**src/rtl/core/pcs_pkg.sv**
```systemverilog
`timescale 1ns / 1ps
`default_nettype none
// ----------------------------------------------------------------------------
// PUCT child select package
// Widths, constants and the queue entry type shared by the selection block.
// ----------------------------------------------------------------------------
package pcs_pkg;

    localparam int MAX_CHILDREN = 512;
    localparam int CNT_W        = $clog2(MAX_CHILDREN + 1);
    localparam int IDX_W        = 9;

    localparam int PV_W   = 20;
    localparam int SUM_W  = 37;
    localparam int PR_W   = 16;
    localparam int ACT_W  = 16;
    localparam int RND_W  = 16;
    localparam int CP_W   = 16;
    localparam int SC_W   = 48;
    localparam int TIE_W  = 10;
    localparam int ROOT_W = 32;
    localparam int MEAN_W = 32;

    localparam logic [CP_W-1:0]  CPUCT_RESET = 16'd5120;
    localparam logic [TIE_W-1:0] TIE_MAX     = 10'd1023;
    localparam int               EPS_Q16     = 66;

    // Shared divider: 64-bit dividend, 21-bit divisor, one quotient bit per cycle.
    localparam int DIV_N = 64;
    localparam int DIV_D = PV_W + 1;

    // Square root of (visits << 32): two radicand bits per step.
    localparam int SQ_RAD_W = PV_W + 32;
    localparam int SQ_STEPS = SQ_RAD_W / 2;
    localparam int SQ_ROOT_W = SQ_STEPS;
    localparam int SQ_REM_W  = SQ_ROOT_W + 2;

    localparam int QDEPTH = 2;

    typedef struct packed {
        logic [PV_W-1:0]  parent_visits;
        logic [SUM_W-1:0] parent_value_sum;
        logic [PR_W-1:0]  prior;
        logic [PV_W-1:0]  child_visits;
        logic [SUM_W-1:0] child_value_sum;
        logic [ACT_W-1:0] action_id;
        logic [RND_W-1:0] rand_word;
        logic             last_child;
        logic             first;   // first child of a node: latch parent terms
        logic             scored;  // position below MAX_CHILDREN
        logic [IDX_W-1:0] idx;
    } t_item;

endpackage
`default_nettype wire

```
**src/rtl/core/pcs_front.sv**
```systemverilog
`timescale 1ns / 1ps
`default_nettype none
// ----------------------------------------------------------------------------
// PUCT child select front end
// Accepts children, tracks the position within the node and tags each item.
// ----------------------------------------------------------------------------
module pcs_front (
    input  wire logic                          i_clk,
    input  wire logic                          i_rst_n,
    input  wire logic                          i_valid,
    output logic                               o_stall,
    input  wire logic [pcs_pkg::PV_W-1:0]      i_parent_visits,
    input  wire logic [pcs_pkg::SUM_W-1:0]     i_parent_value_sum,
    input  wire logic [pcs_pkg::PR_W-1:0]      i_prior,
    input  wire logic [pcs_pkg::PV_W-1:0]      i_child_visits,
    input  wire logic [pcs_pkg::SUM_W-1:0]     i_child_value_sum,
    input  wire logic [pcs_pkg::ACT_W-1:0]     i_action_id,
    input  wire logic [pcs_pkg::RND_W-1:0]     i_rand_word,
    input  wire logic                          i_last_child,
    input  wire logic                          i_full,
    output logic                               o_push,
    output pcs_pkg::t_item                     o_item
);
    import pcs_pkg::*;

    logic [CNT_W-1:0]       r_count;
    logic [CNT_W-1:0]       n_count;
    logic [CNT_W+IDX_W-1:0] pos_ext;
    logic                   accept;

    assign o_stall = i_full;
    assign accept  = i_valid && !i_full;
    assign o_push  = accept;
    assign pos_ext = {{IDX_W{1'b0}}, r_count};

    always_comb begin
        o_item.parent_visits    = i_parent_visits;
        o_item.parent_value_sum = i_parent_value_sum;
        o_item.prior            = i_prior;
        o_item.child_visits     = i_child_visits;
        o_item.child_value_sum  = i_child_value_sum;
        o_item.action_id        = i_action_id;
        o_item.rand_word        = i_rand_word;
        o_item.last_child       = i_last_child;
        o_item.first            = (r_count == '0);
        o_item.scored           = (r_count < CNT_W'(MAX_CHILDREN));
        o_item.idx              = pos_ext[IDX_W-1:0];
    end

    always_comb begin
        n_count = r_count;
        if (accept) begin
            if (i_last_child) begin
                n_count = '0;
            end else if (r_count < CNT_W'(MAX_CHILDREN)) begin
                n_count = r_count + 1'b1;
            end
        end
    end

    always_ff @(posedge i_clk) begin
        if (!i_rst_n) begin
            r_count <= '0;
        end else begin
            r_count <= n_count;
        end
    end

endmodule
`default_nettype wire

```
**src/rtl/core/pcs_queue.sv**
```systemverilog
`timescale 1ns / 1ps
`default_nettype none
// ----------------------------------------------------------------------------
// PUCT child select queue
// Short first-in first-out queue between the front end and the scorer.
// ----------------------------------------------------------------------------
module pcs_queue (
    input  wire logic           i_clk,
    input  wire logic           i_rst_n,
    input  wire logic           i_push,
    input  wire pcs_pkg::t_item i_item,
    input  wire logic           i_pop,
    output pcs_pkg::t_item      o_item,
    output logic                o_empty,
    output logic                o_full
);
    import pcs_pkg::*;

    localparam int PTR_W = (QDEPTH > 1) ? $clog2(QDEPTH) : 1;
    localparam int CQ_W  = $clog2(QDEPTH + 1);

    t_item            r_mem [QDEPTH];
    logic [PTR_W-1:0] r_wp;
    logic [PTR_W-1:0] r_rp;
    logic [CQ_W-1:0]  r_cnt;
    logic             do_push;
    logic             do_pop;

    assign o_empty = (r_cnt == '0);
    assign o_full  = (r_cnt == CQ_W'(QDEPTH));
    assign do_push = i_push && !o_full;
    assign do_pop  = i_pop && !o_empty;
    assign o_item  = r_mem[r_rp];

    always_ff @(posedge i_clk) begin
        if (do_push) begin
            r_mem[r_wp] <= i_item;
        end
    end

    always_ff @(posedge i_clk) begin
        if (!i_rst_n) begin
            r_wp  <= '0;
            r_rp  <= '0;
            r_cnt <= '0;
        end else begin
            if (do_push) begin
                r_wp <= (r_wp == PTR_W'(QDEPTH - 1)) ? '0 : r_wp + 1'b1;
            end
            if (do_pop) begin
                r_rp <= (r_rp == PTR_W'(QDEPTH - 1)) ? '0 : r_rp + 1'b1;
            end
            if (do_push && !do_pop) begin
                r_cnt <= r_cnt + 1'b1;
            end else if (do_pop && !do_push) begin
                r_cnt <= r_cnt - 1'b1;
            end
        end
    end

    a_cnt_bound: assert property (@(posedge i_clk) disable iff (!i_rst_n)
        r_cnt <= CQ_W'(QDEPTH))
        else $error("queue fill count above depth");
    a_no_overrun: assert property (@(posedge i_clk) disable iff (!i_rst_n)
        i_push |-> !o_full)
        else $error("push into a full queue");

endmodule
`default_nettype wire

```
**src/rtl/core/pcs_div.sv**
```systemverilog
`timescale 1ns / 1ps
`default_nettype none
// ----------------------------------------------------------------------------
// PUCT child select divider
// Unsigned restoring divider, one quotient bit per cycle.
// ----------------------------------------------------------------------------
module pcs_div (
    input  wire logic                        i_clk,
    input  wire logic                        i_rst_n,
    input  wire logic                        i_start,
    input  wire logic [pcs_pkg::DIV_N-1:0]   i_dividend,
    input  wire logic [pcs_pkg::DIV_D-1:0]   i_divisor,
    output logic                             o_busy,
    output logic                             o_done,
    output logic [pcs_pkg::DIV_N-1:0]        o_quot,
    output logic [pcs_pkg::DIV_D-1:0]        o_rem
);
    import pcs_pkg::*;

    localparam int STEP_W = $clog2(DIV_N);

    logic              r_busy;
    logic              r_done;
    logic [STEP_W-1:0] r_step;
    logic [DIV_N-1:0]  r_num;
    logic [DIV_D-1:0]  r_den;
    logic [DIV_D-1:0]  r_rem;
    logic [DIV_D:0]    rem_sh;
    logic              ge;
    logic [DIV_D:0]    rem_sub;

    assign rem_sh  = {r_rem, r_num[DIV_N-1]};
    assign ge      = (rem_sh >= {1'b0, r_den});
    assign rem_sub = rem_sh - {1'b0, r_den};

    assign o_busy = r_busy;
    assign o_done = r_done;
    assign o_quot = r_num;
    assign o_rem  = r_rem;

    always_ff @(posedge i_clk) begin
        if (i_start) begin
            r_num <= i_dividend;
            r_den <= i_divisor;
            r_rem <= '0;
        end else if (r_busy) begin
            r_num <= {r_num[DIV_N-2:0], ge};
            r_rem <= ge ? rem_sub[DIV_D-1:0] : rem_sh[DIV_D-1:0];
        end
    end

    always_ff @(posedge i_clk) begin
        if (!i_rst_n) begin
            r_busy <= 1'b0;
            r_done <= 1'b0;
            r_step <= '0;
        end else begin
            r_done <= 1'b0;
            if (i_start) begin
                r_busy <= 1'b1;
                r_step <= '0;
            end else if (r_busy) begin
                r_step <= r_step + 1'b1;
                if (r_step == STEP_W'(DIV_N - 1)) begin
                    r_busy <= 1'b0;
                    r_done <= 1'b1;
                end
            end
        end
    end

endmodule
`default_nettype wire

```
**src/rtl/core/pcs_back.sv**
```systemverilog
`timescale 1ns / 1ps
`default_nettype none
// ----------------------------------------------------------------------------
// PUCT child select back end
// Scores one queued child at a time and keeps the best child of the node.
// ----------------------------------------------------------------------------
module pcs_back (
    input  wire logic                        i_clk,
    input  wire logic                        i_rst_n,
    input  wire logic                        i_cfg_we,
    input  wire logic [pcs_pkg::CP_W-1:0]    i_cfg_data,
    input  wire logic                        i_empty,
    input  wire pcs_pkg::t_item              i_item,
    output logic                             o_pop,
    output logic                             o_valid,
    input  wire logic                        i_stall,
    output logic [pcs_pkg::ACT_W-1:0]        o_chosen_action,
    output logic [pcs_pkg::IDX_W-1:0]        o_chosen_index
);
    import pcs_pkg::*;

    localparam logic [3:0] S_IDLE  = 4'd0;
    localparam logic [3:0] S_SQRT  = 4'd1;
    localparam logic [3:0] S_DMEAN = 4'd2;
    localparam logic [3:0] S_Q     = 4'd3;
    localparam logic [3:0] S_QW    = 4'd4;
    localparam logic [3:0] S_MUL1  = 4'd5;
    localparam logic [3:0] S_MUL2  = 4'd6;
    localparam logic [3:0] S_UDIV  = 4'd7;
    localparam logic [3:0] S_UW    = 4'd8;
    localparam logic [3:0] S_CMP   = 4'd9;
    localparam logic [3:0] S_TW    = 4'd10;
    localparam logic [3:0] S_FIN   = 4'd11;

    localparam int SQ_CNT_W = $clog2(SQ_STEPS + 1);
    localparam logic signed [SC_W-1:0] SCORE_MIN = {1'b1, {(SC_W-1){1'b0}}};

    logic [3:0]                r_state;
    t_item                     r_item;
    logic [CP_W-1:0]           r_cpuct;
    logic [ROOT_W-1:0]         r_root;
    logic signed [MEAN_W-1:0]  r_dmean;
    logic signed [SC_W-1:0]    r_q;
    logic [2*PR_W-1:0]         r_prod1;
    logic [DIV_N-1:0]          r_prod;
    logic signed [SC_W-1:0]    r_score;
    logic signed [SC_W-1:0]    r_best;
    logic [TIE_W-1:0]          r_tie;
    logic [ACT_W-1:0]          r_bact;
    logic [IDX_W-1:0]          r_bidx;
    logic [SQ_RAD_W-1:0]       r_rad;
    logic [SQ_REM_W-1:0]       r_srem;
    logic [SQ_ROOT_W-1:0]      r_sroot;
    logic [SQ_CNT_W-1:0]       r_scnt;
    logic                      r_ovalid;
    logic [ACT_W-1:0]          r_oact;
    logic [IDX_W-1:0]          r_oidx;

    // Divider hookup.
    logic                      div_start;
    logic [DIV_N-1:0]          div_num;
    logic [DIV_D-1:0]          div_den;
    logic                      div_busy;
    logic                      div_done;
    logic [DIV_N-1:0]          div_quot;
    logic [DIV_D-1:0]          div_rem;

    // Square-root step.
    logic [SQ_REM_W+1:0]       sq_sh;
    logic [SQ_REM_W+1:0]       sq_trial;
    logic                      sq_ge;
    logic [SQ_REM_W+1:0]       sq_sub;

    // Signed helpers.
    logic [SUM_W-1:0]          psum_mag;
    logic [SUM_W-1:0]          csum_mag;
    logic [DIV_N-1:0]          sq_neg;
    logic signed [DIV_N-1:0]   quot_signed;
    logic signed [DIV_N-1:0]   u_full;
    logic signed [SC_W+1:0]    sc_ext;
    logic signed [SC_W+1:0]    best_ext;
    logic                      better;
    logic                      tied;
    logic [TIE_W-1:0]          tie_next;
    logic                      out_take;
    logic                      out_free;

    pcs_div u_div (
        .i_clk      (i_clk),
        .i_rst_n    (i_rst_n),
        .i_start    (div_start),
        .i_dividend (div_num),
        .i_divisor  (div_den),
        .o_busy     (div_busy),
        .o_done     (div_done),
        .o_quot     (div_quot),
        .o_rem      (div_rem)
    );

    assign sq_sh    = {r_srem, r_rad[SQ_RAD_W-1 -: 2]};
    assign sq_trial = {2'b00, r_sroot, 2'b01};
    assign sq_ge    = (sq_sh >= sq_trial);
    assign sq_sub   = sq_sh - sq_trial;

    assign psum_mag = r_item.parent_value_sum[SUM_W-1] ?
                      (~r_item.parent_value_sum + 1'b1) : r_item.parent_value_sum;
    assign csum_mag = r_item.child_value_sum[SUM_W-1] ?
                      (~r_item.child_value_sum + 1'b1) : r_item.child_value_sum;

    // Applies the dividend sign to the quotient; which sign depends on the state.
    assign sq_neg      = ~div_quot + 1'b1;
    assign quot_signed = (r_state == S_DMEAN) ?
                         (r_item.parent_value_sum[SUM_W-1] ? sq_neg : div_quot) :
                         (r_item.child_value_sum[SUM_W-1] ? sq_neg : div_quot);
    assign u_full      = div_quot >> 28;

    assign sc_ext   = {{2{r_score[SC_W-1]}}, r_score};
    assign best_ext = {{2{r_best[SC_W-1]}}, r_best};
    assign better   = (sc_ext >= best_ext + (SC_W+2)'(EPS_Q16));
    assign tied     = (sc_ext > best_ext - (SC_W+2)'(EPS_Q16));
    assign tie_next = (r_tie < TIE_MAX) ? r_tie + 1'b1 : r_tie;

    assign out_take = r_ovalid && !i_stall;
    assign out_free = !r_ovalid || out_take;

    assign o_pop           = (r_state == S_IDLE) && !i_empty;
    assign o_valid         = r_ovalid;
    assign o_chosen_action = r_oact;
    assign o_chosen_index  = r_oidx;

    always_comb begin
        div_start = 1'b0;
        div_num   = r_prod;
        div_den   = DIV_D'(r_item.child_visits) + 1'b1;
        case (r_state)
            S_SQRT: begin
                div_num   = DIV_N'(psum_mag);
                div_den   = DIV_D'(r_item.parent_visits);
                div_start = (r_scnt == SQ_CNT_W'(SQ_STEPS)) &&
                            (r_item.parent_visits != '0);
            end
            S_Q: begin
                div_num   = DIV_N'(csum_mag);
                div_den   = DIV_D'(r_item.child_visits);
                div_start = r_item.scored && (r_item.child_visits != '0);
            end
            S_UDIV: begin
                div_start = 1'b1;
            end
            S_CMP: begin
                div_num   = DIV_N'(r_item.rand_word);
                div_den   = DIV_D'(tie_next);
                div_start = !better && tied;
            end
            default: begin
                div_start = 1'b0;
            end
        endcase
    end

    always_ff @(posedge i_clk) begin
        if (o_pop) begin
            r_item <= i_item;
        end
        case (r_state)
            S_IDLE: begin
                r_rad   <= {i_item.parent_visits, 32'd0};
                r_srem  <= '0;
                r_sroot <= '0;
            end
            S_SQRT: begin
                if (r_scnt != SQ_CNT_W'(SQ_STEPS)) begin
                    r_rad   <= {r_rad[SQ_RAD_W-3:0], 2'b00};
                    r_srem  <= sq_ge ? sq_sub[SQ_REM_W-1:0] : sq_sh[SQ_REM_W-1:0];
                    r_sroot <= {r_sroot[SQ_ROOT_W-2:0], sq_ge};
                end
            end
            S_QW: begin
                if (div_done) begin
                    r_q <= quot_signed[SC_W-1:0];
                end
            end
            S_Q: begin
                r_q <= SC_W'(r_dmean);
            end
            S_MUL1: begin
                r_prod1 <= r_cpuct * r_item.prior;
            end
            S_MUL2: begin
                r_prod <= r_prod1 * r_root;
            end
            S_UW: begin
                if (div_done) begin
                    r_score <= r_q + u_full[SC_W-1:0];
                end
            end
            default: begin
            end
        endcase
    end

    always_ff @(posedge i_clk) begin
        if (!i_rst_n) begin
            r_state  <= S_IDLE;
            r_cpuct  <= CPUCT_RESET;
            r_root   <= '0;
            r_dmean  <= '0;
            r_best   <= SCORE_MIN;
            r_tie    <= '0;
            r_bact   <= '0;
            r_bidx   <= '0;
            r_scnt   <= '0;
            r_ovalid <= 1'b0;
            r_oact   <= '0;
            r_oidx   <= '0;
        end else begin
            if (i_cfg_we) begin
                r_cpuct <= i_cfg_data;
            end
            // A finished node loads the output register; otherwise a transfer
            // empties it.
            if ((r_state == S_FIN) && r_item.last_child && out_free) begin
                r_ovalid <= 1'b1;
            end else if (out_take) begin
                r_ovalid <= 1'b0;
            end
            case (r_state)
                S_IDLE: begin
                    r_scnt <= '0;
                    if (!i_empty) begin
                        r_state <= i_item.first ? S_SQRT : S_Q;
                    end
                end
                S_SQRT: begin
                    if (r_scnt != SQ_CNT_W'(SQ_STEPS)) begin
                        r_scnt <= r_scnt + 1'b1;
                    end else begin
                        r_root <= ROOT_W'(r_sroot);
                        if (r_item.parent_visits == '0) begin
                            r_dmean <= '0;
                            r_state <= S_Q;
                        end else begin
                            r_state <= S_DMEAN;
                        end
                    end
                end
                S_DMEAN: begin
                    if (div_done) begin
                        if (quot_signed > DIV_N'(64'sh7FFF_FFFF)) begin
                            r_dmean <= 32'sh7FFF_FFFF;
                        end else if (quot_signed < -DIV_N'(64'sh8000_0000)) begin
                            r_dmean <= 32'sh8000_0000;
                        end else begin
                            r_dmean <= quot_signed[MEAN_W-1:0];
                        end
                        r_state <= S_Q;
                    end
                end
                S_Q: begin
                    if (!r_item.scored) begin
                        r_state <= S_FIN;
                    end else if (r_item.child_visits != '0) begin
                        r_state <= S_QW;
                    end else begin
                        r_state <= S_MUL1;
                    end
                end
                S_QW: begin
                    if (div_done) begin
                        r_state <= S_MUL1;
                    end
                end
                S_MUL1: begin
                    r_state <= S_MUL2;
                end
                S_MUL2: begin
                    r_state <= S_UDIV;
                end
                S_UDIV: begin
                    r_state <= S_UW;
                end
                S_UW: begin
                    if (div_done) begin
                        r_state <= S_CMP;
                    end
                end
                S_CMP: begin
                    if (better) begin
                        r_tie   <= TIE_W'(1);
                        r_best  <= r_score;
                        r_bact  <= r_item.action_id;
                        r_bidx  <= r_item.idx;
                        r_state <= S_FIN;
                    end else if (tied) begin
                        r_tie   <= tie_next;
                        r_state <= S_TW;
                    end else begin
                        r_state <= S_FIN;
                    end
                end
                S_TW: begin
                    if (div_done) begin
                        if (div_rem == '0) begin
                            r_bact <= r_item.action_id;
                            r_bidx <= r_item.idx;
                        end
                        r_state <= S_FIN;
                    end
                end
                S_FIN: begin
                    if (!r_item.last_child) begin
                        r_state <= S_IDLE;
                    end else if (out_free) begin
                        r_oact   <= r_bact;
                        r_oidx   <= r_bidx;
                        r_best   <= SCORE_MIN;
                        r_tie    <= '0;
                        r_bact   <= '0;
                        r_bidx   <= '0;
                        r_state  <= S_IDLE;
                    end
                end
                default: begin
                    r_state <= S_IDLE;
                end
            endcase
        end
    end

    a_new_best_tie: assert property (@(posedge i_clk) disable iff (!i_rst_n)
        (r_state == S_CMP) && better |=> (r_tie == TIE_W'(1)))
        else $error("new best score did not restart the tie count");
    a_idle_div: assert property (@(posedge i_clk) disable iff (!i_rst_n)
        (r_state == S_IDLE) |-> !div_busy)
        else $error("divider busy while no child is in work");
    a_tie_nonzero: assert property (@(posedge i_clk) disable iff (!i_rst_n)
        (r_state == S_TW) |-> (r_tie != '0))
        else $error("tie draw with an empty tie count");

endmodule
`default_nettype wire

```
**src/rtl/core/puct_child_select.sv**
```systemverilog
`timescale 1ns / 1ps
`default_nettype none
// ----------------------------------------------------------------------------
// PUCT child select
// Streams the children of one tree node and returns the child with the
// highest PUCT score, breaking near-ties by reservoir sampling.
// ----------------------------------------------------------------------------
//  Channel   Direction  Handshake              Payload
//  child     in         i_valid / o_stall      parent and child fields, last flag
//  choice    out        o_valid / i_stall      chosen action and index
//  config    in         i_cfg_valid / o_cfg_ready  c_puct (Q4.12)
//
// A child with visits takes longer to score than one without, since its mean
// takes a 64-step division. The first child of a node adds a 26-step square
// root and, when the parent has visits, a 64-step mean division. A score that
// ties the best adds a division for the tie draw. The shared divider gives one
// quotient bit per cycle. Reset is synchronous and active low; it restores
// c_puct to 1.25 and clears all node state. A two-entry queue lets new
// children transfer in while the scorer works; a held choice stalls the
// scorer, and the child input as well once the queue is full.
// ----------------------------------------------------------------------------
module puct_child_select (
    input  wire logic                          i_clk,
    input  wire logic                          i_rst_n,
    input  wire logic                          i_valid,
    output logic                               o_stall,
    input  wire logic [pcs_pkg::PV_W-1:0]      i_parent_visits,
    input  wire logic [pcs_pkg::SUM_W-1:0]     i_parent_value_sum,
    input  wire logic [pcs_pkg::PR_W-1:0]      i_prior,
    input  wire logic [pcs_pkg::PV_W-1:0]      i_child_visits,
    input  wire logic [pcs_pkg::SUM_W-1:0]     i_child_value_sum,
    input  wire logic [pcs_pkg::ACT_W-1:0]     i_action_id,
    input  wire logic [pcs_pkg::RND_W-1:0]     i_rand_word,
    input  wire logic                          i_last_child,
    output logic                               o_valid,
    input  wire logic                          i_stall,
    output logic [pcs_pkg::ACT_W-1:0]          o_chosen_action,
    output logic [pcs_pkg::IDX_W-1:0]          o_chosen_index,
    input  wire logic                          i_cfg_valid,
    output logic                               o_cfg_ready,
    input  wire logic [pcs_pkg::CP_W-1:0]      i_cfg_data
);
    import pcs_pkg::*;

    t_item q_in;
    t_item q_out;
    logic  q_push;
    logic  q_pop;
    logic  q_empty;
    logic  q_full;

    // The register accepts a write on every cycle.
    assign o_cfg_ready = 1'b1;

    // The front end tags each child with its position and first/scored flags.
    pcs_front u_front (
        .i_clk              (i_clk),
        .i_rst_n            (i_rst_n),
        .i_valid            (i_valid),
        .o_stall            (o_stall),
        .i_parent_visits    (i_parent_visits),
        .i_parent_value_sum (i_parent_value_sum),
        .i_prior            (i_prior),
        .i_child_visits     (i_child_visits),
        .i_child_value_sum  (i_child_value_sum),
        .i_action_id        (i_action_id),
        .i_rand_word        (i_rand_word),
        .i_last_child       (i_last_child),
        .i_full             (q_full),
        .o_push             (q_push),
        .o_item             (q_in)
    );

    pcs_queue u_queue (
        .i_clk   (i_clk),
        .i_rst_n (i_rst_n),
        .i_push  (q_push),
        .i_item  (q_in),
        .i_pop   (q_pop),
        .o_item  (q_out),
        .o_empty (q_empty),
        .o_full  (q_full)
    );

    // The back end scores one child at a time and holds the node's best child.
    pcs_back u_back (
        .i_clk           (i_clk),
        .i_rst_n         (i_rst_n),
        .i_cfg_we        (i_cfg_valid),
        .i_cfg_data      (i_cfg_data),
        .i_empty         (q_empty),
        .i_item          (q_out),
        .o_pop           (q_pop),
        .o_valid         (o_valid),
        .i_stall         (i_stall),
        .o_chosen_action (o_chosen_action),
        .o_chosen_index  (o_chosen_index)
    );

endmodule
`default_nettype wire
```
**config.mk**
```make
export PLATFORM = sky130hd
export DESIGN_NAME = puct_child_select
export DESIGN_NICKNAME = d
export VERILOG_FILES = /design/src/rtl/core/pcs_pkg.sv /design/src/rtl/core/pcs_front.sv /design/src/rtl/core/pcs_queue.sv /design/src/rtl/core/pcs_div.sv /design/src/rtl/core/pcs_back.sv /design/src/rtl/core/puct_child_select.sv
export SDC_FILE = /design/constraint.sdc
export NUM_CORES = 2
export LEC_CHECK = 0
export BUFFER_PORTS_ARGS = -buffer_cell sky130_fd_sc_hd__buf_2
export CORE_ASPECT_RATIO = 1.4
export CORE_MARGIN = 2
export CORE_UTILIZATION = 50
export DETAILED_ROUTE_END_ITERATION = 8
export HOLD_SLACK_MARGIN = 0.15
export PLACE_DENSITY = 0.66
export SLEW_MARGIN = 0
export SYNTH_ARGS = -nofsm -noshare
export SYNTH_HDL_FRONTEND = slang
export SYNTH_SLANG_ARGS = --single-unit
```
**constraint.sdc**
```tcl
create_clock -name i_clk -period 14 [get_ports i_clk]
set_input_delay 2.8 -clock i_clk [delete_from_list [all_inputs] [get_ports i_clk]]
set_output_delay 2.8 -clock i_clk [all_outputs]
set_load 0.05 [all_outputs]
```
==> out/results.tsv <==
stage	metric	value	unit
clock_tree	CTS Buffer Depth	3	
sta	fin crit period	8.63	ns
placed_design	HPWL Detailed	176	mm
yosys	Post-synth ARST share	0	%
hold_path	Hold Crit Start	u_back.r_dmean[0]$_SDFFE_PN0P_	
sta	Hold Vio Cnt, Final	0	
yosys	Post-Syn Nets	9916	
yosys	post-synthesis sequential area ratio	35.4	%
clock_tree	postcts setup bufs	0	
clock_tree	Clock Pin Slew Worst Setup and Hold Paths	0.08	ns
setup_path	startpoint types	flip-flop	
yosys	Synth top area share	30.0	%
sta	Worst Tran Pin Value	1.28	ns
global_routing	gr usage total	26.8	%
setup_path	R2R setup slack	5.37	ns
yosys	Yosys reg bits	1102	
setup_path	CP Class	reg2reg	
sta	Slew Limit Fails	0	
clock_tree	Root Buffer	clkbuf_16	
clock_tree	Post-CTS Resized	0	
clock_tree	hold_buf cts	0	
setup_path	Crit. End Element	flip-flop	
hold_path	hold worst-path end	u_back.r_dmean[0]$_SDFFE_PN0P_	
power	share of power burned in registers	34.4	%
yosys	synthesized area per cell	10.4	um^2
power	pwr dens	157	nW/um^2
detailed_routing	drt wl/cell	22.1	um
sta	post-route setup TNS	0	ns
floorplanning	Starting Density	50.2	%
detailed_routing	DR iter-0 viols	5067	
cells_and_area	Fillers	15000	
sta	clock skew	0.0821	ns
hold_path	Hold WC Path Type	reg2reg	
global_routing	first-pass GRT wire length	366	mm
setup_path	critical path data required time	14.44	ns
yosys	main area contributors after synthesis	edfxtp_1 30%, fa_1 21%, ha_1 7.1%	
hold_path	WHS Path Cells	2	
yosys	Synth Instances	8322	
placed_design	Port Buffers	210	
global_routing	vias in the first global route	64700	
cells_and_area	post-route design area	94100	um^2
power	Net Sw Frac	39.5	%
clock_tree	clock latency on the worst-skew pair	0.77	ns
floorplanning	die area	177000	um^2
global_routing	largest net degree at the start of global routing	150	
global_routing	global route overflow	0	
floorplanning	die height	497	um
sta	RSZ-0062 raised after global routing	false	
placed_design	Cell Area, Placed	90300	um^2
global_routing	initial antenna violation count	12	
clock_tree	CTS sink cnt	1102	
yosys	dominant synthesized flop cell	edfxtp_1	
power	clock share of power	20.8	%
yosys	yosys warns	0	
setup_path	R2R Path End	u_back.r_prod[57]$_DFFE_PP_	
detailed_routing	Routed WL	237	mm
floorplanning	Die Wd	356	um
setup_path	crit path DAT	9.07	ns
clock_tree	CTS tree	done	
power	peak supply drop	0.290	mV
detailed_routing	vias after detailed routing	61400	
power	Pleak	41.1	nW
sta	fin crit share	61.6	%
clock_tree	H-tree levels	3	
yosys	synthesized area	86800	um^2
yosys	Post-synth EDFFs	866	
placed_design	GP Congestion	0.955	
cells_and_area	share of layout cells above drive strength 1	9.12	%
floorplanning	io pins	212	
sta	Max Clk Rate	116	MHz
floorplanning	row cnt	181	
status	status	finished, final reports clean	
power	Switch Pwr	5.85	mW
power	Logic pwr share	44.8	%
setup_path	Worst Path Max Fanout	19	
setup_path	worst-case reg-to-reg path depth	26	
cells_and_area	nets	9943	
detailed_routing	ANT nets after route	0	
detailed_routing	drt drc	0	
setup_path	Reg2Reg Launch Point	u_back.r_root[11]$_SDFFE_PN0P_	
power	Power Internal	8.96	mW
cells_and_area	Layout area overhead	8.37	%
floorplanning	Core Region	173000	um^2
yosys	largest area contributor in the netlist	edfxtp_1	
detailed_routing	Pre-Repair DR Iteration Count	7	
yosys	synth unique cells	85	
flow_run	Max Cap Violations	0	
sta	Slew headroom	14.6	%
clock_tree	TritonCTS Buffers	110	
detailed_routing	vias per cell	5.72	
sta	Setup violations, final	0	
-- cell usage after synthesis, drive strengths merged, types with 20 or more instances --
master / n
or4: 28
o21a: 25
o211ai: 24
xor2: 158
edfxtp: 866
mux2: 202
a22o: 68
nor2: 381
or3: 28
nand2b: 60
nand3: 117
nor3: 139
dfxtp: 236
nor2b: 42
ha: 496
and3: 40
o41ai: 20
inv: 1107
nand2: 930
xnor2: 248
nand4: 63
mux2i: 60
and2: 568
a31oi: 37
a21o: 121
clkbuf: 376
fa: 914
o21ai: 221
o31ai: 40
buf: 30
nor4: 47
a211oi: 33
a21oi: 378
-- layout by cell type, fill, tap and decap left out, types with 232 or more instances in the layout --
master,n
a21oi_1,373
and2_1,568
dfxtp_1,232
edfxtp_1,866
fa_1,914
ha_1,496
inv_1,1107
nand2_1,927
nor2_1,371
xnor2_1,247
-- critical path, stage by stage (launching register included) --
cell and delay (ns):
dfxtp_1 0.80, buf_4 0.41, nand2_1 0.12, fa_1 0.50, inv_1 0.05, fa_1 0.47, inv_1 0.06, fa_1 0.53
inv_1 0.06, fa_1 0.47, fa_1 0.52, fa_1 0.54, inv_1 0.06, fa_1 0.60, inv_1 0.11, ha_1 0.37
a21o_1 0.13, a21o_1 0.17, a21oi_1 0.08, nand2b_1 0.17, o31ai_1 0.33, nor4b_1 0.12, nor3b_1 0.79, a31oi_1 0.20
o21ai_0 0.37, a2111o_1 0.20, nand3_1 0.07
-- cell type report --
| class | count | area (um^2) | share of cell area, % |
|---|---|---|---|
| tap | 2287 | 2860 | 3.04 |
| multi-input combinational | 5705 | 50600 | 53.8 |
| inverter | 1109 | 4170 | 4.43 |
| antenna | 6 | 15.0 | 0.0160 |
| sequential | 1102 | 30700 | 32.7 |
| clock inverter | 61 | 702 | 0.746 |
| timing repair buffer | 321 | 1910 | 2.03 |
| clock buffer | 148 | 3110 | 3.30 |
-- how the worst max path moves through the flow --
stage	depth (start not counted)	end	slack [ns]	start
2_1_floorplan	2	u_queue.r_mem[0][0]$_DFFE_PP_	3.15	i_valid
3_3_place_gp	26	u_back.r_prod[56]$_DFFE_PP_	5.46	u_back.r_root[7]$_SDFFE_PN0P_
3_5_place_dp	25	u_back.r_prod[54]$_DFFE_PP_	5.39	u_back.r_prod1[10]$_DFFE_PP_
4_1_cts	26	u_back.r_prod[54]$_DFFE_PP_	5.32	u_back.r_prod1[14]$_DFFE_PP_
5_1_grt	26	u_back.r_prod[57]$_DFFE_PP_	4.88	u_back.r_root[11]$_SDFFE_PN0P_
6_report	26	u_back.r_prod[57]$_DFFE_PP_	5.37	u_back.r_root[11]$_SDFFE_PN0P_
-- sequential cells by signal (all words and copies together), names as in the netlist, 28 cells and up, named ones only --
signal               flops
u_back.r_best           48
u_back.r_dmean          32
u_back.r_item          173
u_back.r_prod           58
u_back.r_prod1          32
u_back.r_q              48
u_back.r_score          48
u_back.r_srem           28
u_back.u_div.o_quot     64
u_queue.r_mem          348
-- layer usage --
metal	global-route usage (%)	vias to the layer above	routed length, um
li1	-	27700	-
met1	31.9	30900	89000
met2	46.9	2204	120000
met3	3.82	650	14700
met4	13.9	6	13300
met5	0	-	35
-- stage by stage --
step                      utilization (%)  total power [mW]  setup slack [ns]  hold WS [ns]  instances
after floorplan                         -              9.98              3.15         0.415       8322
after global placement               52.2              11.6              5.46         0.429      10500
after detailed placement             52.2              11.7              5.39         0.436      10500
after CTS                            54.4              14.8              5.32         0.445      10700
after global routing                 54.4              15.8              4.88         0.460      10700
final                                54.4              14.8              5.37         0.441      10700
-- power by group through the flow --
stage	Sequential [mW]	Clock [mW]	Combinational, mW
final	5.09	3.08	6.63
after global routing	5.14	3.26	7.40
after CTS	5.07	3.14	6.63
after detailed placement	5.13	0	6.56
after global placement	5.11	0	6.45
after floorplan	4.97	0	5.01
-- logic make-up after synthesis --
logic type                 after synthesis  share of synthesized area (%)
xor gates and xnor gates               406                           4.10
adders and majority gates             1410                           28.2
buffers and inverters                 1515                           6.57
DFF                                   1102                           35.4
AOI/OAI and AO/OA                     1127                           8.34
muxes                                  262                           3.31
other                                    1                        0.00432
and+or+nand+nor                       2499                           14.1
Note: power is estimated with default switching activity, not from simulation.
